**src/hdl/pfca_pkg.sv**
```systemverilog
// Shared widths, constants and control bundles for the pressure frame CRC average block.
package pfca_pkg;

  // Moving average history depth
  localparam int unsigned WINDOW_MAX = 16;
  localparam int unsigned SLOT_W     = $clog2(WINDOW_MAX);
  localparam int unsigned FILL_W     = $clog2(WINDOW_MAX + 1);

  // Ring samples and running sums (temperature sample is the widest)
  localparam int unsigned SAMPLE_W   = 17;
  localparam int unsigned SUM_W      = SAMPLE_W + $clog2(WINDOW_MAX);
  // Pressure sample magnitude stays at or below 546
  localparam int unsigned PMAG_W     = 10;
  localparam int unsigned PSUM_MAG_W = PMAG_W + $clog2(WINDOW_MAX);

  // Numerator widths of the four divisions
  localparam int unsigned P_AVG_SHIFT   = 9;  // * 256 for Q8, * 2 for rounding
  localparam int unsigned T_SCALE_SHIFT = 6;  // * 32, * 2 for rounding
  localparam int unsigned PSCALE_NUM_W  = 18;
  localparam int unsigned TSCALE_NUM_W  = 16 + T_SCALE_SHIFT + 1;
  localparam int unsigned PAVG_NUM_W    = PSUM_MAG_W + P_AVG_SHIFT + 1;
  localparam int unsigned TAVG_NUM_W    = SUM_W + 2;
  localparam int unsigned NUM_A_W = (PSCALE_NUM_W > TSCALE_NUM_W) ? PSCALE_NUM_W : TSCALE_NUM_W;
  localparam int unsigned NUM_B_W = (PAVG_NUM_W > TAVG_NUM_W) ? PAVG_NUM_W : TAVG_NUM_W;
  localparam int unsigned DIV_RAW_W = (NUM_A_W > NUM_B_W) ? NUM_A_W : NUM_B_W;
  // Two quotient bits per step, so keep the width even
  localparam int unsigned DIV_W     = DIV_RAW_W + (DIV_RAW_W % 2);
  localparam int unsigned DIV_STEPS = DIV_W / 2;
  localparam int unsigned CNT_W     = $clog2(DIV_STEPS);
  // Divisor: 480 at most for pressure scaling, 2 * fill for averages
  localparam int unsigned DEN_W     = (FILL_W + 1 > 9) ? FILL_W + 1 : 9;

  // Result widths
  localparam int unsigned PRESS_Q8_W = 19;
  localparam int unsigned TEMP_Q8_W  = 17;

  // CRC-8 of each word
  localparam logic [7:0] CRC_POLY = 8'h31;
  localparam logic [7:0] CRC_INIT = 8'hFF;

  localparam logic [3:0] MIN_FRAME_BYTES = 4'd6;

  // Scaling divisors
  localparam logic [7:0] P_DIV_FINE    = 8'd60;
  localparam logic [7:0] P_DIV_COARSE  = 8'd240;
  localparam logic [7:0] T_SCALE_BIAS  = 8'd25;
  localparam logic [7:0] T_SCALE_DEN   = 8'd50;

  // Configuration port
  localparam int unsigned CFG_W     = 5;
  localparam int unsigned CFG_IDX_W = 2;
  localparam logic [CFG_IDX_W-1:0] REG_RANGE = CFG_IDX_W'(0);
  localparam logic [CFG_IDX_W-1:0] REG_PWIN  = CFG_IDX_W'(1);
  localparam logic [CFG_IDX_W-1:0] REG_TWIN  = CFG_IDX_W'(2);

  typedef enum logic [1:0] {
    STATUS_OK       = 2'd0,
    STATUS_BUS_FAIL = 2'd1,
    STATUS_SHORT    = 2'd2
  } status_e;

  typedef struct packed {
    logic              clear;
    logic              push;
    logic [FILL_W-1:0] window;
  } ring_ctrl_t;

  typedef struct packed {
    logic             start;
    logic [DIV_W-1:0] num;
    logic [DEN_W-1:0] den;
  } div_req_t;

endpackage

```
**src/hdl/pfca_div.sv**
```systemverilog
// Shared restoring divider, two quotient bits per cycle.
module pfca_div (
  input  logic                     clk_i,
  input  logic                     rst_ni,
  input  pfca_pkg::div_req_t       req_i,
  output logic                     done_o,
  output logic [pfca_pkg::DIV_W-1:0] quot_o
);
  import pfca_pkg::*;

  logic             busy_q;
  logic             done_q;
  logic [CNT_W-1:0] cnt_q;
  logic [DIV_W-1:0] num_q;
  logic [DEN_W-1:0] den_q;
  logic [DEN_W-1:0] rem_q;

  logic [DEN_W:0] r1, r1n, r2, r2n;
  logic           b1, b2;

  always_comb begin
    r1  = {rem_q, num_q[DIV_W-1]};
    b1  = (r1 >= {1'b0, den_q});
    r1n = b1 ? (r1 - {1'b0, den_q}) : r1;
    r2  = {r1n[DEN_W-1:0], num_q[DIV_W-2]};
    b2  = (r2 >= {1'b0, den_q});
    r2n = b2 ? (r2 - {1'b0, den_q}) : r2;
  end

  always_ff @(posedge clk_i or negedge rst_ni) begin
    if (!rst_ni) begin
      busy_q <= 1'b0;
      done_q <= 1'b0;
      cnt_q  <= '0;
    end else begin
      done_q <= busy_q && !req_i.start && (cnt_q == CNT_W'(DIV_STEPS - 1));
      if (req_i.start) begin
        busy_q <= 1'b1;
        cnt_q  <= '0;
      end else if (busy_q) begin
        cnt_q <= cnt_q + CNT_W'(1);
        if (cnt_q == CNT_W'(DIV_STEPS - 1)) begin
          busy_q <= 1'b0;
        end
      end
    end
  end

  // Numerator bits shift out at the top, quotient bits shift in at the bottom
  always_ff @(posedge clk_i) begin
    if (req_i.start) begin
      num_q <= req_i.num;
      den_q <= req_i.den;
      rem_q <= '0;
    end else if (busy_q) begin
      num_q <= {num_q[DIV_W-3:0], b1, b2};
      rem_q <= r2n[DEN_W-1:0];
    end
  end

  assign done_o = done_q;
  assign quot_o = num_q;

endmodule

```
**src/hdl/pfca_ring.sv**
```systemverilog
// One channel's sample history, running sum, fill count and write slot.
module pfca_ring (
  input  logic                                clk_i,
  input  logic                                rst_ni,
  input  pfca_pkg::ring_ctrl_t                ctrl_i,
  input  logic signed [pfca_pkg::SAMPLE_W-1:0] sample_i,
  output logic signed [pfca_pkg::SUM_W-1:0]    sum_o,
  output logic [pfca_pkg::FILL_W-1:0]          fill_o
);
  import pfca_pkg::*;

  logic signed [SAMPLE_W-1:0] ring_q [WINDOW_MAX];
  logic signed [SUM_W-1:0]    sum_q, sum_d;
  logic [FILL_W-1:0]          fill_q, fill_d;
  logic [SLOT_W-1:0]          slot_q, slot_d;

  logic [SLOT_W-1:0]          wr_slot;
  logic [FILL_W-1:0]          slot_inc;
  logic                       full;
  logic signed [SAMPLE_W-1:0] oldest;

  always_comb begin
    wr_slot  = (FILL_W'(slot_q) >= ctrl_i.window) ? '0 : slot_q;
    full     = (fill_q >= ctrl_i.window);
    oldest   = ring_q[wr_slot];
    sum_d    = sum_q + SUM_W'(sample_i) - (full ? SUM_W'(oldest) : SUM_W'(0));
    fill_d   = full ? fill_q : fill_q + FILL_W'(1);
    slot_inc = FILL_W'(wr_slot) + FILL_W'(1);
    slot_d   = (slot_inc == ctrl_i.window) ? '0 : slot_inc[SLOT_W-1:0];
  end

  always_ff @(posedge clk_i or negedge rst_ni) begin
    if (!rst_ni) begin
      sum_q  <= '0;
      fill_q <= '0;
      slot_q <= '0;
    end else if (ctrl_i.clear) begin
      sum_q  <= '0;
      fill_q <= '0;
      slot_q <= '0;
    end else if (ctrl_i.push) begin
      sum_q  <= sum_d;
      fill_q <= fill_d;
      slot_q <= slot_d;
    end
  end

  always_ff @(posedge clk_i) begin
    if (ctrl_i.push) begin
      ring_q[wr_slot] <= sample_i;
    end
  end

  assign sum_o  = sum_q;
  assign fill_o = fill_q;

endmodule

```
**src/hdl/pressure_frame_crc_average.sv**
```systemverilog
// A rejected frame (bus fail, short frame or no CRC match) goes from CRC_HI and CRC_LO
// straight to RESULT; each division adds a load, 12 two-bit divider steps and done, and
// a frame with both words good runs four divisions. Frames are taken one at a time: the
// next is accepted in the cycle after the result is registered, later while a stalled
// result holds the output register. Reset clears the sequencer, sums, fill counts, slots,
// held values; range_q = 1, windows = 1.
module pressure_frame_crc_average (
  input  logic                                 clk_i,
  input  logic                                 rst_ni,
  // Configuration write port
  input  logic                                 cfg_we_i,
  input  logic [pfca_pkg::CFG_IDX_W-1:0]       cfg_index_i,
  input  logic [pfca_pkg::CFG_W-1:0]           cfg_wdata_i,
  // Input frame channel
  input  logic                                 in_valid_i,
  output logic                                 in_stall_o,
  input  logic                                 read_ok_i,
  input  logic [3:0]                           byte_count_i,
  input  logic [7:0]                           press_high_i,
  input  logic [7:0]                           press_low_i,
  input  logic [7:0]                           press_check_i,
  input  logic [7:0]                           temp_high_i,
  input  logic [7:0]                           temp_low_i,
  input  logic [7:0]                           temp_check_i,
  // Result channel
  output logic                                 out_valid_o,
  input  logic                                 out_stall_i,
  output logic [1:0]                           status_o,
  output logic                                 press_crc_good_o,
  output logic                                 temp_crc_good_o,
  output logic signed [pfca_pkg::PRESS_Q8_W-1:0] pressure_q8_o,
  output logic signed [pfca_pkg::TEMP_Q8_W-1:0]  temperature_q8_o
);
  import pfca_pkg::*;

  typedef enum logic [3:0] {
    IDLE,
    CRC_HI,
    CRC_LO,
    P_SCALE_GO,
    P_SCALE_WAIT,
    P_AVG_GO,
    P_AVG_WAIT,
    T_SCALE_GO,
    T_SCALE_WAIT,
    T_AVG_GO,
    T_AVG_WAIT,
    RESULT
  } state_e;

  // One CRC-8 byte update, MSB first
  function automatic logic [7:0] crc8_byte(logic [7:0] c_in, logic [7:0] data);
    logic [7:0] c;
    c = c_in ^ data;
    for (int i = 0; i < 8; i++) begin
      c = c[7] ? ((c << 1) ^ CRC_POLY) : (c << 1);
    end
    return c;
  endfunction

  // Zero acts as one, anything above the history depth acts as the depth
  function automatic logic [FILL_W-1:0] clamp_window(logic [CFG_W-1:0] v);
    logic [FILL_W-1:0] w;
    if (v == '0) begin
      w = FILL_W'(1);
    end else if (32'(v) > WINDOW_MAX) begin
      w = FILL_W'(WINDOW_MAX);
    end else begin
      w = FILL_W'(v);
    end
    return w;
  endfunction

  state_e state_q;

  // Configuration registers
  logic              range_q;
  logic [FILL_W-1:0] p_win_q;
  logic [FILL_W-1:0] t_win_q;

  // Latched frame
  status_e    st_q;
  logic [7:0] ph_q, pl_q, pc_q, th_q, tl_q, tc_q;
  logic [7:0] crc_p_q, crc_t_q;

  logic pgood_q, tgood_q;
  logic neg_q;
  logic signed [PRESS_Q8_W-1:0] held_p_q;
  logic signed [TEMP_Q8_W-1:0]  held_t_q;

  // Result register
  logic                         out_valid_q;
  status_e                      out_status_q;
  logic                         out_pgood_q, out_tgood_q;
  logic signed [PRESS_Q8_W-1:0] out_press_q;
  logic signed [TEMP_Q8_W-1:0]  out_temp_q;

  logic in_take;
  logic p_match, t_match;

  // Divider and rings
  div_req_t         div_req;
  logic             div_done;
  logic [DIV_W-1:0] div_quot;
  logic [DIV_W-1:0] q_sgn;

  ring_ctrl_t                p_ctrl, t_ctrl;
  logic signed [SUM_W-1:0]   p_sum, t_sum;
  logic [FILL_W-1:0]         p_fill, t_fill;
  logic [SUM_W-1:0]          p_sum_mag, t_sum_mag;
  logic signed [16:0]        p_word, t_word;
  logic [16:0]               p_word_mag, t_word_mag;
  logic [7:0]                p_div;

  assign in_stall_o = (state_q != IDLE);
  assign in_take    = in_valid_i && !in_stall_o;

  // Configuration: range select and windows; a window write also clears its ring
  always_ff @(posedge clk_i or negedge rst_ni) begin
    if (!rst_ni) begin
      range_q <= 1'b1;
      p_win_q <= FILL_W'(1);
      t_win_q <= FILL_W'(1);
    end else if (cfg_we_i) begin
      unique case (cfg_index_i)
        REG_RANGE: range_q <= cfg_wdata_i[0];
        REG_PWIN:  p_win_q <= clamp_window(cfg_wdata_i);
        REG_TWIN:  t_win_q <= clamp_window(cfg_wdata_i);
        default: ;  // unmapped index: drop the write
      endcase
    end
  end

  // Latch the frame on acceptance and run the two CRC bytes
  always_ff @(posedge clk_i) begin
    if (in_take) begin
      ph_q <= press_high_i;
      pl_q <= press_low_i;
      pc_q <= press_check_i;
      th_q <= temp_high_i;
      tl_q <= temp_low_i;
      tc_q <= temp_check_i;
      priority if (!read_ok_i) begin
        st_q <= STATUS_BUS_FAIL;
      end else if (byte_count_i < MIN_FRAME_BYTES) begin
        st_q <= STATUS_SHORT;
      end else begin
        st_q <= STATUS_OK;
      end
    end
    if (state_q == CRC_HI) begin
      crc_p_q <= crc8_byte(CRC_INIT, ph_q);
      crc_t_q <= crc8_byte(CRC_INIT, th_q);
    end
  end

  // Finish the CRC with the low byte; a bad frame never counts as a match
  assign p_match = (st_q == STATUS_OK) && (crc8_byte(crc_p_q, pl_q) == pc_q);
  assign t_match = (st_q == STATUS_OK) && (crc8_byte(crc_t_q, tl_q) == tc_q);

  // Operand magnitudes; the divider works on magnitudes, the sign is applied after
  always_comb begin
    p_word     = {ph_q[7], ph_q, pl_q};
    t_word     = {th_q[7], th_q, tl_q};
    p_word_mag = p_word[16] ? 17'(-p_word) : 17'(p_word);
    t_word_mag = t_word[16] ? 17'(-t_word) : 17'(t_word);
    p_sum_mag  = p_sum[SUM_W-1] ? SUM_W'(-p_sum) : SUM_W'(p_sum);
    t_sum_mag  = t_sum[SUM_W-1] ? SUM_W'(-t_sum) : SUM_W'(t_sum);
    p_div      = range_q ? P_DIV_COARSE : P_DIV_FINE;
  end

  // Divider request: every rounding division is (2 * |n| + d) / (2 * d)
  always_comb begin
    div_req.start = 1'b0;
    div_req.num   = '0;
    div_req.den   = '0;
    unique case (state_q)
      P_SCALE_GO: begin
        div_req.start = 1'b1;
        div_req.num   = DIV_W'({p_word_mag, 1'b0}) + DIV_W'(p_div);
        div_req.den   = DEN_W'({p_div, 1'b0});
      end
      P_AVG_GO: begin
        // Pressure average comes out in Q8: numerator carries the extra * 256
        div_req.start = 1'b1;
        div_req.num   = DIV_W'({p_sum_mag[PSUM_MAG_W-1:0], P_AVG_SHIFT'(0)})
                      + DIV_W'(p_fill);
        div_req.den   = DEN_W'({p_fill, 1'b0});
      end
      T_SCALE_GO: begin
        // raw * 256 / 200 is raw * 32 / 25
        div_req.start = 1'b1;
        div_req.num   = DIV_W'({t_word_mag, T_SCALE_SHIFT'(0)}) + DIV_W'(T_SCALE_BIAS);
        div_req.den   = DEN_W'(T_SCALE_DEN);
      end
      T_AVG_GO: begin
        div_req.start = 1'b1;
        div_req.num   = DIV_W'({t_sum_mag, 1'b0}) + DIV_W'(t_fill);
        div_req.den   = DEN_W'({t_fill, 1'b0});
      end
      default: ;
    endcase
  end

  assign q_sgn = neg_q ? (DIV_W'(0) - div_quot) : div_quot;

  pfca_div u_div (
    .clk_i  (clk_i),
    .rst_ni (rst_ni),
    .req_i  (div_req),
    .done_o (div_done),
    .quot_o (div_quot)
  );

  // Push the scaled sample as soon as the divider hands it back
  always_comb begin
    p_ctrl.clear  = cfg_we_i && (cfg_index_i == REG_PWIN);
    p_ctrl.push   = (state_q == P_SCALE_WAIT) && div_done;
    p_ctrl.window = p_win_q;
    t_ctrl.clear  = cfg_we_i && (cfg_index_i == REG_TWIN);
    t_ctrl.push   = (state_q == T_SCALE_WAIT) && div_done;
    t_ctrl.window = t_win_q;
  end

  pfca_ring u_press_ring (
    .clk_i    (clk_i),
    .rst_ni   (rst_ni),
    .ctrl_i   (p_ctrl),
    .sample_i (signed'(q_sgn[SAMPLE_W-1:0])),
    .sum_o    (p_sum),
    .fill_o   (p_fill)
  );

  pfca_ring u_temp_ring (
    .clk_i    (clk_i),
    .rst_ni   (rst_ni),
    .ctrl_i   (t_ctrl),
    .sample_i (signed'(q_sgn[SAMPLE_W-1:0])),
    .sum_o    (t_sum),
    .fill_o   (t_fill)
  );

  // Sequencer: CRC, pressure then temperature scale and average on CRC match, then result
  always_ff @(posedge clk_i or negedge rst_ni) begin
    if (!rst_ni) begin
      state_q      <= IDLE;
      pgood_q      <= 1'b0;
      tgood_q      <= 1'b0;
      neg_q        <= 1'b0;
      held_p_q     <= '0;
      held_t_q     <= '0;
      out_valid_q  <= 1'b0;
      out_status_q <= STATUS_OK;
      out_pgood_q  <= 1'b0;
      out_tgood_q  <= 1'b0;
      out_press_q  <= '0;
      out_temp_q   <= '0;
    end else begin
      // Drop the result once it has been taken, unless a new one replaces it
      if (out_valid_q && !out_stall_i && (state_q != RESULT)) begin
        out_valid_q <= 1'b0;
      end
      unique case (state_q)
        IDLE: begin
          if (in_valid_i) begin
            state_q <= CRC_HI;
          end
        end
        CRC_HI: begin
          state_q <= CRC_LO;
        end
        CRC_LO: begin
          pgood_q <= p_match;
          tgood_q <= t_match;
          priority if (p_match) begin
            state_q <= P_SCALE_GO;
          end else if (t_match) begin
            state_q <= T_SCALE_GO;
          end else begin
            state_q <= RESULT;
          end
        end
        P_SCALE_GO: begin
          neg_q   <= p_word[16];
          state_q <= P_SCALE_WAIT;
        end
        P_SCALE_WAIT: begin
          if (div_done) begin
            state_q <= P_AVG_GO;
          end
        end
        P_AVG_GO: begin
          neg_q   <= p_sum[SUM_W-1];
          state_q <= P_AVG_WAIT;
        end
        P_AVG_WAIT: begin
          if (div_done) begin
            held_p_q <= signed'(q_sgn[PRESS_Q8_W-1:0]);
            state_q  <= tgood_q ? T_SCALE_GO : RESULT;
          end
        end
        T_SCALE_GO: begin
          neg_q   <= t_word[16];
          state_q <= T_SCALE_WAIT;
        end
        T_SCALE_WAIT: begin
          if (div_done) begin
            state_q <= T_AVG_GO;
          end
        end
        T_AVG_GO: begin
          neg_q   <= t_sum[SUM_W-1];
          state_q <= T_AVG_WAIT;
        end
        T_AVG_WAIT: begin
          if (div_done) begin
            held_t_q <= signed'(q_sgn[TEMP_Q8_W-1:0]);
            state_q  <= RESULT;
          end
        end
        RESULT: begin
          // Hold until the result register is free or being emptied
          if (!out_valid_q || !out_stall_i) begin
            out_valid_q  <= 1'b1;
            out_status_q <= st_q;
            out_pgood_q  <= pgood_q;
            out_tgood_q  <= tgood_q;
            out_press_q  <= held_p_q;
            out_temp_q   <= held_t_q;
            state_q      <= IDLE;
          end
        end
        default: state_q <= IDLE;
      endcase
    end
  end

  assign out_valid_o      = out_valid_q;
  assign status_o         = out_status_q;
  assign press_crc_good_o = out_pgood_q;
  assign temp_crc_good_o  = out_tgood_q;
  assign pressure_q8_o    = out_press_q;
  assign temperature_q8_o = out_temp_q;

endmodule
```
**config.mk**
```make
export PLATFORM = sky130hd
export DESIGN_NAME = pressure_frame_crc_average
export DESIGN_NICKNAME = d
export VERILOG_FILES = /design/src/hdl/pfca_pkg.sv /design/src/hdl/pfca_div.sv /design/src/hdl/pfca_ring.sv /design/src/hdl/pressure_frame_crc_average.sv
export SDC_FILE = /design/constraint.sdc
export NUM_CORES = 1
export LEC_CHECK = 0
export ABC_AREA = 1
export BUFFER_PORTS_ARGS = -buffer_cell sky130_fd_sc_hd__clkbuf_2
export CORE_MARGIN = 4
export CORE_UTILIZATION = 63
export DETAILED_ROUTE_END_ITERATION = 7
export PLACE_DENSITY = 0.81
export SLEW_MARGIN = 20
export SYNTH_ARGS = -nofsm -noshare
export SYNTH_HDL_FRONTEND = slang
export SYNTH_SLANG_ARGS = --single-unit
```
**constraint.sdc**
```tcl
create_clock -name clk_i -period 7.1 [get_ports clk_i]
set_input_delay 1.775 -clock clk_i [delete_from_list [all_inputs] [get_ports clk_i]]
set_output_delay 1.775 -clock clk_i [all_outputs]
set_load 0.01 [all_outputs]
```
Yosys cells after proc, flatten, opt, wreduce, memory -nomap -nowiden
Memory sizes are Yosys's and may differ from the RTL's.
Cells that the tools add are included.

storage, ports and cells
  bits in registers = 269
  memory bits (writable) = 544
  input port bits = 65
  logic and storage cells = 254
  memories = 2

operators by class
  add/sub/neg operators = 20
  order comparisons = 8
  eq/ne operators = 27
  muxes and demuxes = 89
  bitwise operators = 36
  reduce and logical (&&, ||, !) cells = 34

memories
  memory               depth  bits a word  rd ports  clocked after memory_dff  wr ports  line             RTL
  u_press_ring.ring_q  16     17           1         0                         1         pfca_ring.sv:12  logic signed [SAMPLE_W-1:0] ring_q [WINDOW_MAX];
  u_temp_ring.ring_q   16     17           1         0                         1         pfca_ring.sv:12

operators with widths
  kind                   count
  $mux 6                 32
  $mux 21                7
  $pmux 34 s4            1
  $not 3->3              32
  $mux 4                 19
  $mux 24                2
  $pmux 4 s12            1
  $add 21x17->21         2
  $sub 21x21->21         2
  $mux 5                 8
  $mux 17                2
  $neg 16->17            2
  $add 23x5->24          1
  $add 23x5->24 const B  1
  $add 22x5->23          1
  $neg 21->21            1
  $eq 4x4->1 const B     5
  $ge 10x9->1            2
  $add 18x8->19          1
  $mux 19                1
  $sub 1x19->19 const A  1
  $mux 9                 2
  $sub 9x9->9            2
  $eq 4x3->1 const B     4
  other kinds (34)       82

Longest topological paths before layout
Gate-level depths: netlist of the first run.

  depth after elaboration = 22
  mapped depth = 34

By module
Synthesis of the first run repeated with hierarchy kept, for this count alone.

second synthesis, totals
  cells, all modules = 4,713
  area, all modules = 42,888.6 um^2

by module, submodules not included
  module                      instances  cells each  area each (um^2)  seq. area each (um^2)
  pfca_ring                   2          1,444       14,572.7          8,918.6
  pressure_frame_crc_average  1          1,442       10,657.7          4,362.9
  pfca_div                    1          383         3,085.5           1,321.3

Least setup slack after synthesis of the first run
OpenSTA, ideal clock, no wires.

  kind = register -> register
  from = reg u_div.num_q[0] (netlist: u_div.quot_o[0])
  to = reg u_press_ring.sum_q[18] (netlist: u_press_ring.sum_o[18])
  library setup time = 0.122 ns
  arrival = 5.410 ns
  data required time = 6.978 ns
  path slack = 1.569 ns
  cell stages (with the launch flop) = 18
  buffers on the path = 0
  cells stage by stage = edfxtp_1 -> inv_1 -> ha_1 -> inv_1 -> nor3_1 -> nand3_1 -> nor3_2 -> nand3_1 -> o21ai_1 -> xnor2_1 -> fa_1 -> ha_1 -> nand2_1 -> nor4_1 -> nand4_1 -> nand3_1 -> nand2_1 -> a32o_1

on the way
  longest elaborated chain between the ends = 6

RTL lines
  item                    line                               RTL
  start, declared         pfca_div.sv:14                     logic [DIV_W-1:0] num_q;
  start signal, assigned  pfca_div.sv:52                     num_q <= req_i.num;
  start signal, assigned  pfca_div.sv:56                     num_q <= {num_q[DIV_W-3:0], b1, b2};
  $sub 1x19->19           pressure_frame_crc_average.sv:205  assign q_sgn = neg_q ? (DIV_W'(0) - div_quot) : div_quot;
  $mux 19                 pressure_frame_crc_average.sv:205
  named net q_sgn[16]     pressure_frame_crc_average.sv:105  logic [DIV_W-1:0] q_sgn;
  $add 21x17->21          pfca_ring.sv:26                    sum_d = sum_q + SUM_W'(sample_i) - (full ? SUM_W'(oldest) : SUM_W'(0));
  $sub 21x21->21          pfca_ring.sv:26
  $mux 21                 pfca_ring.sv:41                    end else if (ctrl_i.push) begin
  $mux 21                 pfca_ring.sv:37                    end else if (ctrl_i.clear) begin
  end signal, assigned    pfca_ring.sv:42                    sum_q <= sum_d;
  end, declared           pfca_ring.sv:13                    logic signed [SUM_W-1:0] sum_q, sum_d;

The timed path passes the listed nets, and every way through them passes these cells. The select of a mux whose other input is x is not followed.
A chain may end at the register's enable or synchronous reset.

Worst setup path after layout of the first run
  from = reg t_win_q[3]
  to = reg u_temp_ring.sum_q[16] (netlist: u_temp_ring.sum_o[16])

on the way
  longest elaborated chain between the ends = 7
  elaborated cells on any way between the ends = 8

RTL lines
  item                    line                               RTL
  start, declared         pressure_frame_crc_average.sv:79   logic [FILL_W-1:0] t_win_q;
  start signal, assigned  pressure_frame_crc_average.sv:128  REG_TWIN: t_win_q <= clamp_window(cfg_wdata_i);
  $ge 4x5->1              pfca_ring.sv:23                    wr_slot = (FILL_W'(slot_q) >= ctrl_i.window) ? '0 : slot_q;
  $mux 4                  pfca_ring.sv:23
  $mem_v2 16x17           n/a
  $mux 21 *               pfca_ring.sv:26
  $sub 21x21->21 *        pfca_ring.sv:26
  $mux 21 *               pfca_ring.sv:41
  $mux 21 *               pfca_ring.sv:37
  end signal, assigned    pfca_ring.sv:42
  end, declared           pfca_ring.sv:13

Mark *: on every way between the ends. The rest lies on a longest branch, timed or not. The select of a mux whose other input is x is not followed.

==> qor.yml, run 1 <==
status: "completed"
start_kind: "flip-flop"
cpMostUsedCell: "nand2_1"
timing.final.crit_period_ns: 5.587
nets: 4591
synth_flop_cell: "edfxtp_1"
drv_cap: 0
ys_seq_elements: 811
wl_per_cell_um: 20.39
ctsResizeCount: 0
seq_area_frac_synth_pct: 57.37
holdBufCountCts: 0
fillerInstances: 4525
cp-end-kind: "flip-flop"
setup_viol: 0
dr.pass1.iters: 6
async_flop_share_pct: 19.85
slowest_delay_ns: 0.51
num_rows: 93
drt_wl_total_um: 108100
peakVddDrop_uv: 372.7
die_h_um: 262.8
syn_inst: 4261
core_sq_mm: 0.06435
power_leakage_nw: 18.57
fin_crit_sh_pct: 78.69
grt_max_degree: 162
drtIter0Drc: 3898
drive_above_1_share_pct: 9.890
first_global_vias: 29830
powerDensity_mw_per_mm2: 450.8
worstPathRequired_ns: 7.60
gp_congestion: 0.9795
worstSetupPathType: "flip-flop to flip-flop"
maxSlewViolCount: 0
overflow: 0
hold_violations: 0
viasPerCell: 5.942
ff_latch_area_sq_mm: 0.02346
yosysUniqueCellTypes: 68
place_hpwl_um: 70540
fmax_mhz: 179.0
synth.top_cell.area_share_pct: 47.06
diodes: 0
synth_area_sq_mm: 0.04090
yosysWarnings: 0
cts_max_level: 3
drcViolationCount: 0
synthTopCellsByArea: "edfxtp_1 47%, nand2_1 12%, dfrtp_1 9.7%"
die_w_um: 262.8
grt.total_usage_pct: 30.70
slew_headroom_pct: 19.25
post_cts_buffers: 0
total_power_mw: 20.48
hold_path_class: "flip-flop to flip-flop"
ant_nets: 0
dieArea_sq_mm: 0.06906
synth.avg_cell_area_sq_um: 9.598
via_count: 31520
fin_setup_tns_ns: 0
clockBufferDepth: 3
yosysMostFrequentCell: "nand2_1"
port_buffers: 105
clock-sinks: 811
multiInputGateArea_sq_mm: 0.01560
critPathArrivalTime_ns: 6.09
syn_nets: 4472
clk_pin_slew_worst_paths_ns: 0.06
syn2layout_area_growth_pct: 11.06
grt_pass1_wl_um: 166500
insertion_delay_ns: 0.65
fin_worst_skew_ns: 0.01801
stdcell_area_sq_mm: 0.04542
cts_tree: "built"
synth-edff-count: 641
worst-path-max-fanout: 161
worst_slew_pin_slew_ns: 1.207
rsz0062_at_grt: "false"
slowest_stage: "buf_12"
io_pins: 107
start_util_pct: 63.56
synth.largest_area_cell: "edfxtp_1"
cts_root_buffer: "clkbuf_16"
synth_commonest_cells: "1294 x nand2_1, 641 x edfxtp_1, 377 x nand3_1"
antenna_found_initial: 1
dpl_cell_area_sq_mm: 0.04269
cts_made_buffers: 83
[cells by family after synthesis]
family | share of synthesized area, %
AOI/OAI and AO/OA | 7.401
xor gates and xnor gates | 2.337
adders and majority gates | 5.274
buffers and inverters | 5.286
DFF | 57.37
muxes | 0.1652
and+or+nand+nor | 22.17
[where the power goes]
group / leakage (nW) / internal [mW] / switching [mW]
logic: 9.16 / 2.86 / 6.36
registers: 8.08 / 6.58 / 0.329
clock network: 1.33 / 2.45 / 1.90
total: 18.6 / 11.9 / 8.59
[critical path, delay by kind of cell (launching register included)]
family | cells | cell delay [ns]
flip-flops | 1 | 0.36
buffers and inverters | 6 | 0.89
adder cells (fa/ha/maj) | 4 | 1.17
AND/OR/NAND/NOR | 13 | 1.51
AO/OA/AOI/OAI | 6 | 1.44
[cells in the final DEF (no fill, tap or decap), types with 27 or more instances in the layout]
cell type  netlist  routed
o22ai_1         28      28
nor3_1          27      27
o21ai_1         30      30
ha_1           102     102
nand2_1       1294    1293
nand3_1        377     375
nand4_1         70      70
nor2_1         241     237
clkbuf_16        0      85
a21oi_1        186     186
buf_4           16      73
inv_1          363     361
xor2_1          70      57
edfxtp_1       641     641
o21ai_0        240     239
dfrtp_1        158     156
xnor2_1         36      34
clkbuf_2         2     104
fa_1            44      44
[flip-flops by register name (all words and copies together), names as in the netlist, 7 cells and up]
| name | count |
|---|---|
| u_press_ring.ring_q | 272 |
| u_temp_ring.ring_q | 272 |
| u_div.quot_o | 24 |
| u_press_ring.sum_o | 21 |
| u_temp_ring.sum_o | 21 |
| held_p_q | 19 |
| pressure_q8_o | 19 |
| held_t_q | 17 |
| temperature_q8_o | 17 |
| u_div.rem_q | 9 |
| crc_p_q | 8 |
| crc_t_q | 8 |
| pc_q | 8 |
| ph_q | 8 |
| pl_q | 8 |
| tc_q | 8 |
| th_q | 8 |
| tl_q | 8 |
| u_div.den_q | 7 |
[layout make-up]
type	count	area share, %
Sequential cell	811	51.66
Multi-Input combinational cell	2922	34.34
Clock buffer	99	4.843
Inverter	381	3.157
Timing Repair Buffer	181	2.510
Tap cell	855	2.355
Clock inverter	55	1.135
[stage by stage]
step	utilization, %	setup WS [ns]	hold WS, ns	std cells
2_1_floorplan	-	1.569	0.4330	4261
3_3_place_gp	66.34	1.749	0.4601	5150
3_5_place_dp	66.34	1.646	0.4620	5150
4_1_cts	70.56	1.604	0.4783	5304
5_1_grt	70.58	0.9834	0.4966	5304
6_report	70.58	1.513	0.4768	5304
[worst paths after layout]
kind,to,slack (ns),from,cells after the start
worst max-delay path,u_temp_ring.sum_o[16],1.51,t_win_q[3],29
worst min-delay path,u_div.rem_q[3],0.48,u_div.rem_q[3],2
worst max register to register,u_temp_ring.sum_o[16],1.51,t_win_q[3],29
worst min register to register,u_div.rem_q[3],0.48,u_div.rem_q[3],2
max in group asynchronous,u_temp_ring.slot_q[0],4.64,rst_ni,2
min in group asynchronous,held_t_q[11],1.06,rst_ni,1
[metal layers]
metal,share of wire (%),vias to the layer above,track usage (%)
met1,39,15020,42.36
met4,3.9,2,11.44
li1,-,14640,-
met2,47,1586,49.38
met3,10,270,5.617
met5,0.012,-,0
Note: power is estimated with default switching activity, not from simulation.
==> run 2: changes to the inputs <==
--- a/config.mk
+++ b/config.mk
@@ -8,9 +8,9 @@
 export ABC_AREA = 1
 export BUFFER_PORTS_ARGS = -buffer_cell sky130_fd_sc_hd__clkbuf_2
 export CORE_MARGIN = 4
-export CORE_UTILIZATION = 63
+export CORE_UTILIZATION = 57
 export DETAILED_ROUTE_END_ITERATION = 7
-export PLACE_DENSITY = 0.81
+export PLACE_DENSITY = 0.78
 export SLEW_MARGIN = 20
 export SYNTH_ARGS = -nofsm -noshare
 export SYNTH_HDL_FRONTEND = slang
==> constraint.sdc (replaced) <==
create_clock -name clk_i -period 4.6 [get_ports clk_i]
set_input_delay 1.15 -clock clk_i [delete_from_list [all_inputs] [get_ports clk_i]]
set_output_delay 1.15 -clock clk_i [all_outputs]
set_load 0.01 [all_outputs]
==> run 2 against run 1 <==
Compared with the run above: the run now ends with design-rule violations, negative setup slack left; register-to-register slack worse by 1.5 ns; sequential power grew 53%; critical path depth decreased by 3; die area is 10% higher; clock skew is 0.026 ns higher; first-iteration DRC count is 6.3% higher; clock power is 60% higher; count of clock-buffer cells in the layout rose by 12; critical endpoint is now u_press_ring.sum_o[18]; sequential share of layout area fell by 4.4 points.
==> qor.yml, run 2 (same netlist as run 1, synthesis figures left out) <==
critPathArrivalTime_ns: 5.18  # was 6.09 ns
timing.final.crit_period_ns: 4.636  # was 5.587 ns
maxSlewViolCount: 0  # unchanged
slew_headroom_pct: 27.26  # was 19.25%
p_sw_share_pct: 41.28  # was 41.93%
num_rows: 97  # was 93
hold_path_class: "flip-flop to flip-flop"  # unchanged
slowest_stage: "fa_1"  # was buf_12
wl_per_cell_um: 20.98  # was 20.39 um
worstPathBufferInverterCount: 6  # unchanged
power_leakage_nw: 20.48  # was 18.57 nW
critPathLaunch: "p_win_q[3]"  # was t_win_q[3]
powerDensity_mw_per_mm2: 765.1  # was 450.8 mW/mm^2
comb_power_share_pct: 53.7  # was 45.0%
nets: 4899  # was 4591
setup_viol: 3  # was 0
start_util_pct: 57.90  # was 63.56%
drive_above_1_share_pct: 19.76  # was 9.890%
p_seq_share_pct: 28.0  # was 33.7%
p_int_mw: 22.32  # was 11.89 mW
core_sq_mm: 0.07064  # was 0.06435 sq mm
die_w_um: 275.9  # was 262.8 um
switchingPower_mw: 15.69  # was 8.585 mW
final_common_cell: "nand2_1"  # unchanged
viasPerCell: 5.893  # was 5.942
drt_wl_total_um: 119600  # was 108100 um
final_cell_mix: "1256 x nand2_1, 641 x edfxtp_1, 359 x nand3_1"  # was 1293 x nand2_1, 641 x edfxtp_1, 375 x nand3_1
antenna_found_initial: 1  # unchanged
port_buffers: 105  # unchanged
insertion_delay_ns: 0.67  # was 0.65 ns
cts_made_buffers: 83  # unchanged
peakVddDrop_uv: 612.9  # was 372.7 uV
grt.total_usage_pct: 29.56  # was 30.70%
cts_tree: "built"  # unchanged
total_power_mw: 38.01  # was 20.48 mW
fillerInstances: 4790  # was 4525
die_h_um: 275.9  # was 262.8 um
violations: "design-rule violations, negative setup slack"
critPathTopFamily: "simple AND/OR/NAND/NOR gates"  # unchanged
fin_crit_sh_pct: 100.8  # was 78.69%
place_hpwl_um: 77910  # was 70540 um
fin_setup_tns_ns: -0.07681  # was 0 ns
drv_cap: 0  # unchanged
fin_ws_ns: -0.03649  # was 1.513 ns
diodes: 0  # unchanged
fin_worst_skew_ns: 0.04373  # was 0.01801 ns
overflow: 0  # unchanged
status: "finished, violations left"  # was completed
r2r_start: "p_win_q[3]"  # was t_win_q[3]
via_count: 33580  # was 31520
worstSetupPathType: "flip-flop to flip-flop"  # unchanged
grt_pass1_wl_um: 173300  # was 166500 um
drcViolationCount: 1  # was 0
clock-sinks: 811  # unchanged
cpMostUsedCell: "nand2_1"  # unchanged
fmax_mhz: 215.7  # was 179.0 MHz
start_kind: "flip-flop"  # unchanged
preCtsSetupSlack_ns: -0.2541  # was 1.646 ns
grt_max_degree: 86  # was 162
first_global_vias: 31340  # was 29830
cts_max_level: 3  # unchanged
drtIter0Drc: 4142  # was 3898
dieArea_sq_mm: 0.07610  # was 0.06906 sq mm
clk_pin_slew_worst_paths_ns: 0.06  # about the same
cp-end-kind: "flip-flop"  # unchanged
worstPathRequired_ns: 5.15  # was 7.60 ns
ant_nets: 0  # unchanged
worst-path-max-fanout: 22  # was 161
worst_slew_pin_slew_ns: 1.091  # was 1.207 ns
clockPowerShare_pct: 18.3  # was 21.3%
dr.pass1.iters: 8  # was 6
hold_violations: 0  # unchanged
cts_root_buffer: "clkbuf_16"  # unchanged
syn2layout_area_growth_pct: 21.49  # was 11.06%
io_pins: 107  # unchanged
gp_congestion: 0.9400  # was 0.9795
hp-start: "u_div.rem_q[8]"  # was u_div.rem_q[3]
clockBufferDepth: 3  # unchanged
slowest_delay_ns: 0.60  # was 0.51 ns
run 2: layout make-up:
type,count,area (sq um),share of cell area [%]
Clock buffer,111,2265,4.558
Clock inverter,44,564.3,1.136
Inverter,381,1453,2.924
Multi-Input combinational cell,2922,16650,33.51
Sequential cell,811,23460,47.22
Tap cell,940,1176,2.367
Timing Repair Buffer,489,4116,8.285
run 2: worst paths after layout:
path | end | slack [ns] | cells after the start
worst max-delay path | u_press_ring.sum_o[18] | -0.04 | 26
worst min-delay path | u_div.rem_q[8] | 0.47 | 2
worst max register to register | u_press_ring.sum_o[18] | -0.04 | 26
worst min register to register | u_div.rem_q[8] | 0.47 | 2
max in group asynchronous | u_temp_ring.slot_q[0] | 2.95 | 2
min in group asynchronous | held_p_q[13] | 0.55 | 1
run 2: power groups by stage:
| stage | registers, mW | clock network, mW | logic, mW |
|---|---|---|---|
| floorplan | 10.7 | 0 | 9.59 |
| global placement | 10.7 | 0 | 16.2 |
| detailed placement | 10.8 | 0 | 16.6 |
| CTS | 10.6 | 7.00 | 17.2 |
| global route | 10.7 | 7.31 | 22.0 |
| finish | 10.6 | 6.96 | 20.4 |
run 2: per-layer routing:
metal	global-route usage [%]	up-vias	wire [um]
met3	5.555	383	12800
met2	48.36	1958	56310
met4	11.18	2	5491
li1	-	15260	-
met5	0	-	13
met1	39.68	15970	44950
run 2: tightest hold or removal path: cells and delay by family, from the launching register on:
family          cells  cell delay, ns
compound gates      1            0.05
flops               1            0.32
simple gates        1            0.06
run 2: repair_timing:
| item | CTS | global route |
|---|---|---|
| setup buffers | 5 | 59 |
| resized for setup | 64 | 269 |
| hold buffers | 0 | 0 |
| pin swaps | 22 | 123 |
| gates cloned | 1 | 14 |
| setup endpoints to repair | 21 | 29 |
run 2: through the flow:
step / hold slack (ns) / cells / utilization, % / instance area, sq um
6_report: 0.4717 / 5698 / 70.34 / 49690
4_1_cts: 0.4729 / 5630 / 67.63 / 47770
3_5_place_dp: 0.4625 / 5469 / 63.21 / 44650
5_1_grt: 0.4973 / 5698 / 70.34 / 49690
3_3_place_gp: 0.4605 / 5469 / 63.21 / 44650
2_1_floorplan: 0.4330 / 4261 / - / 40990
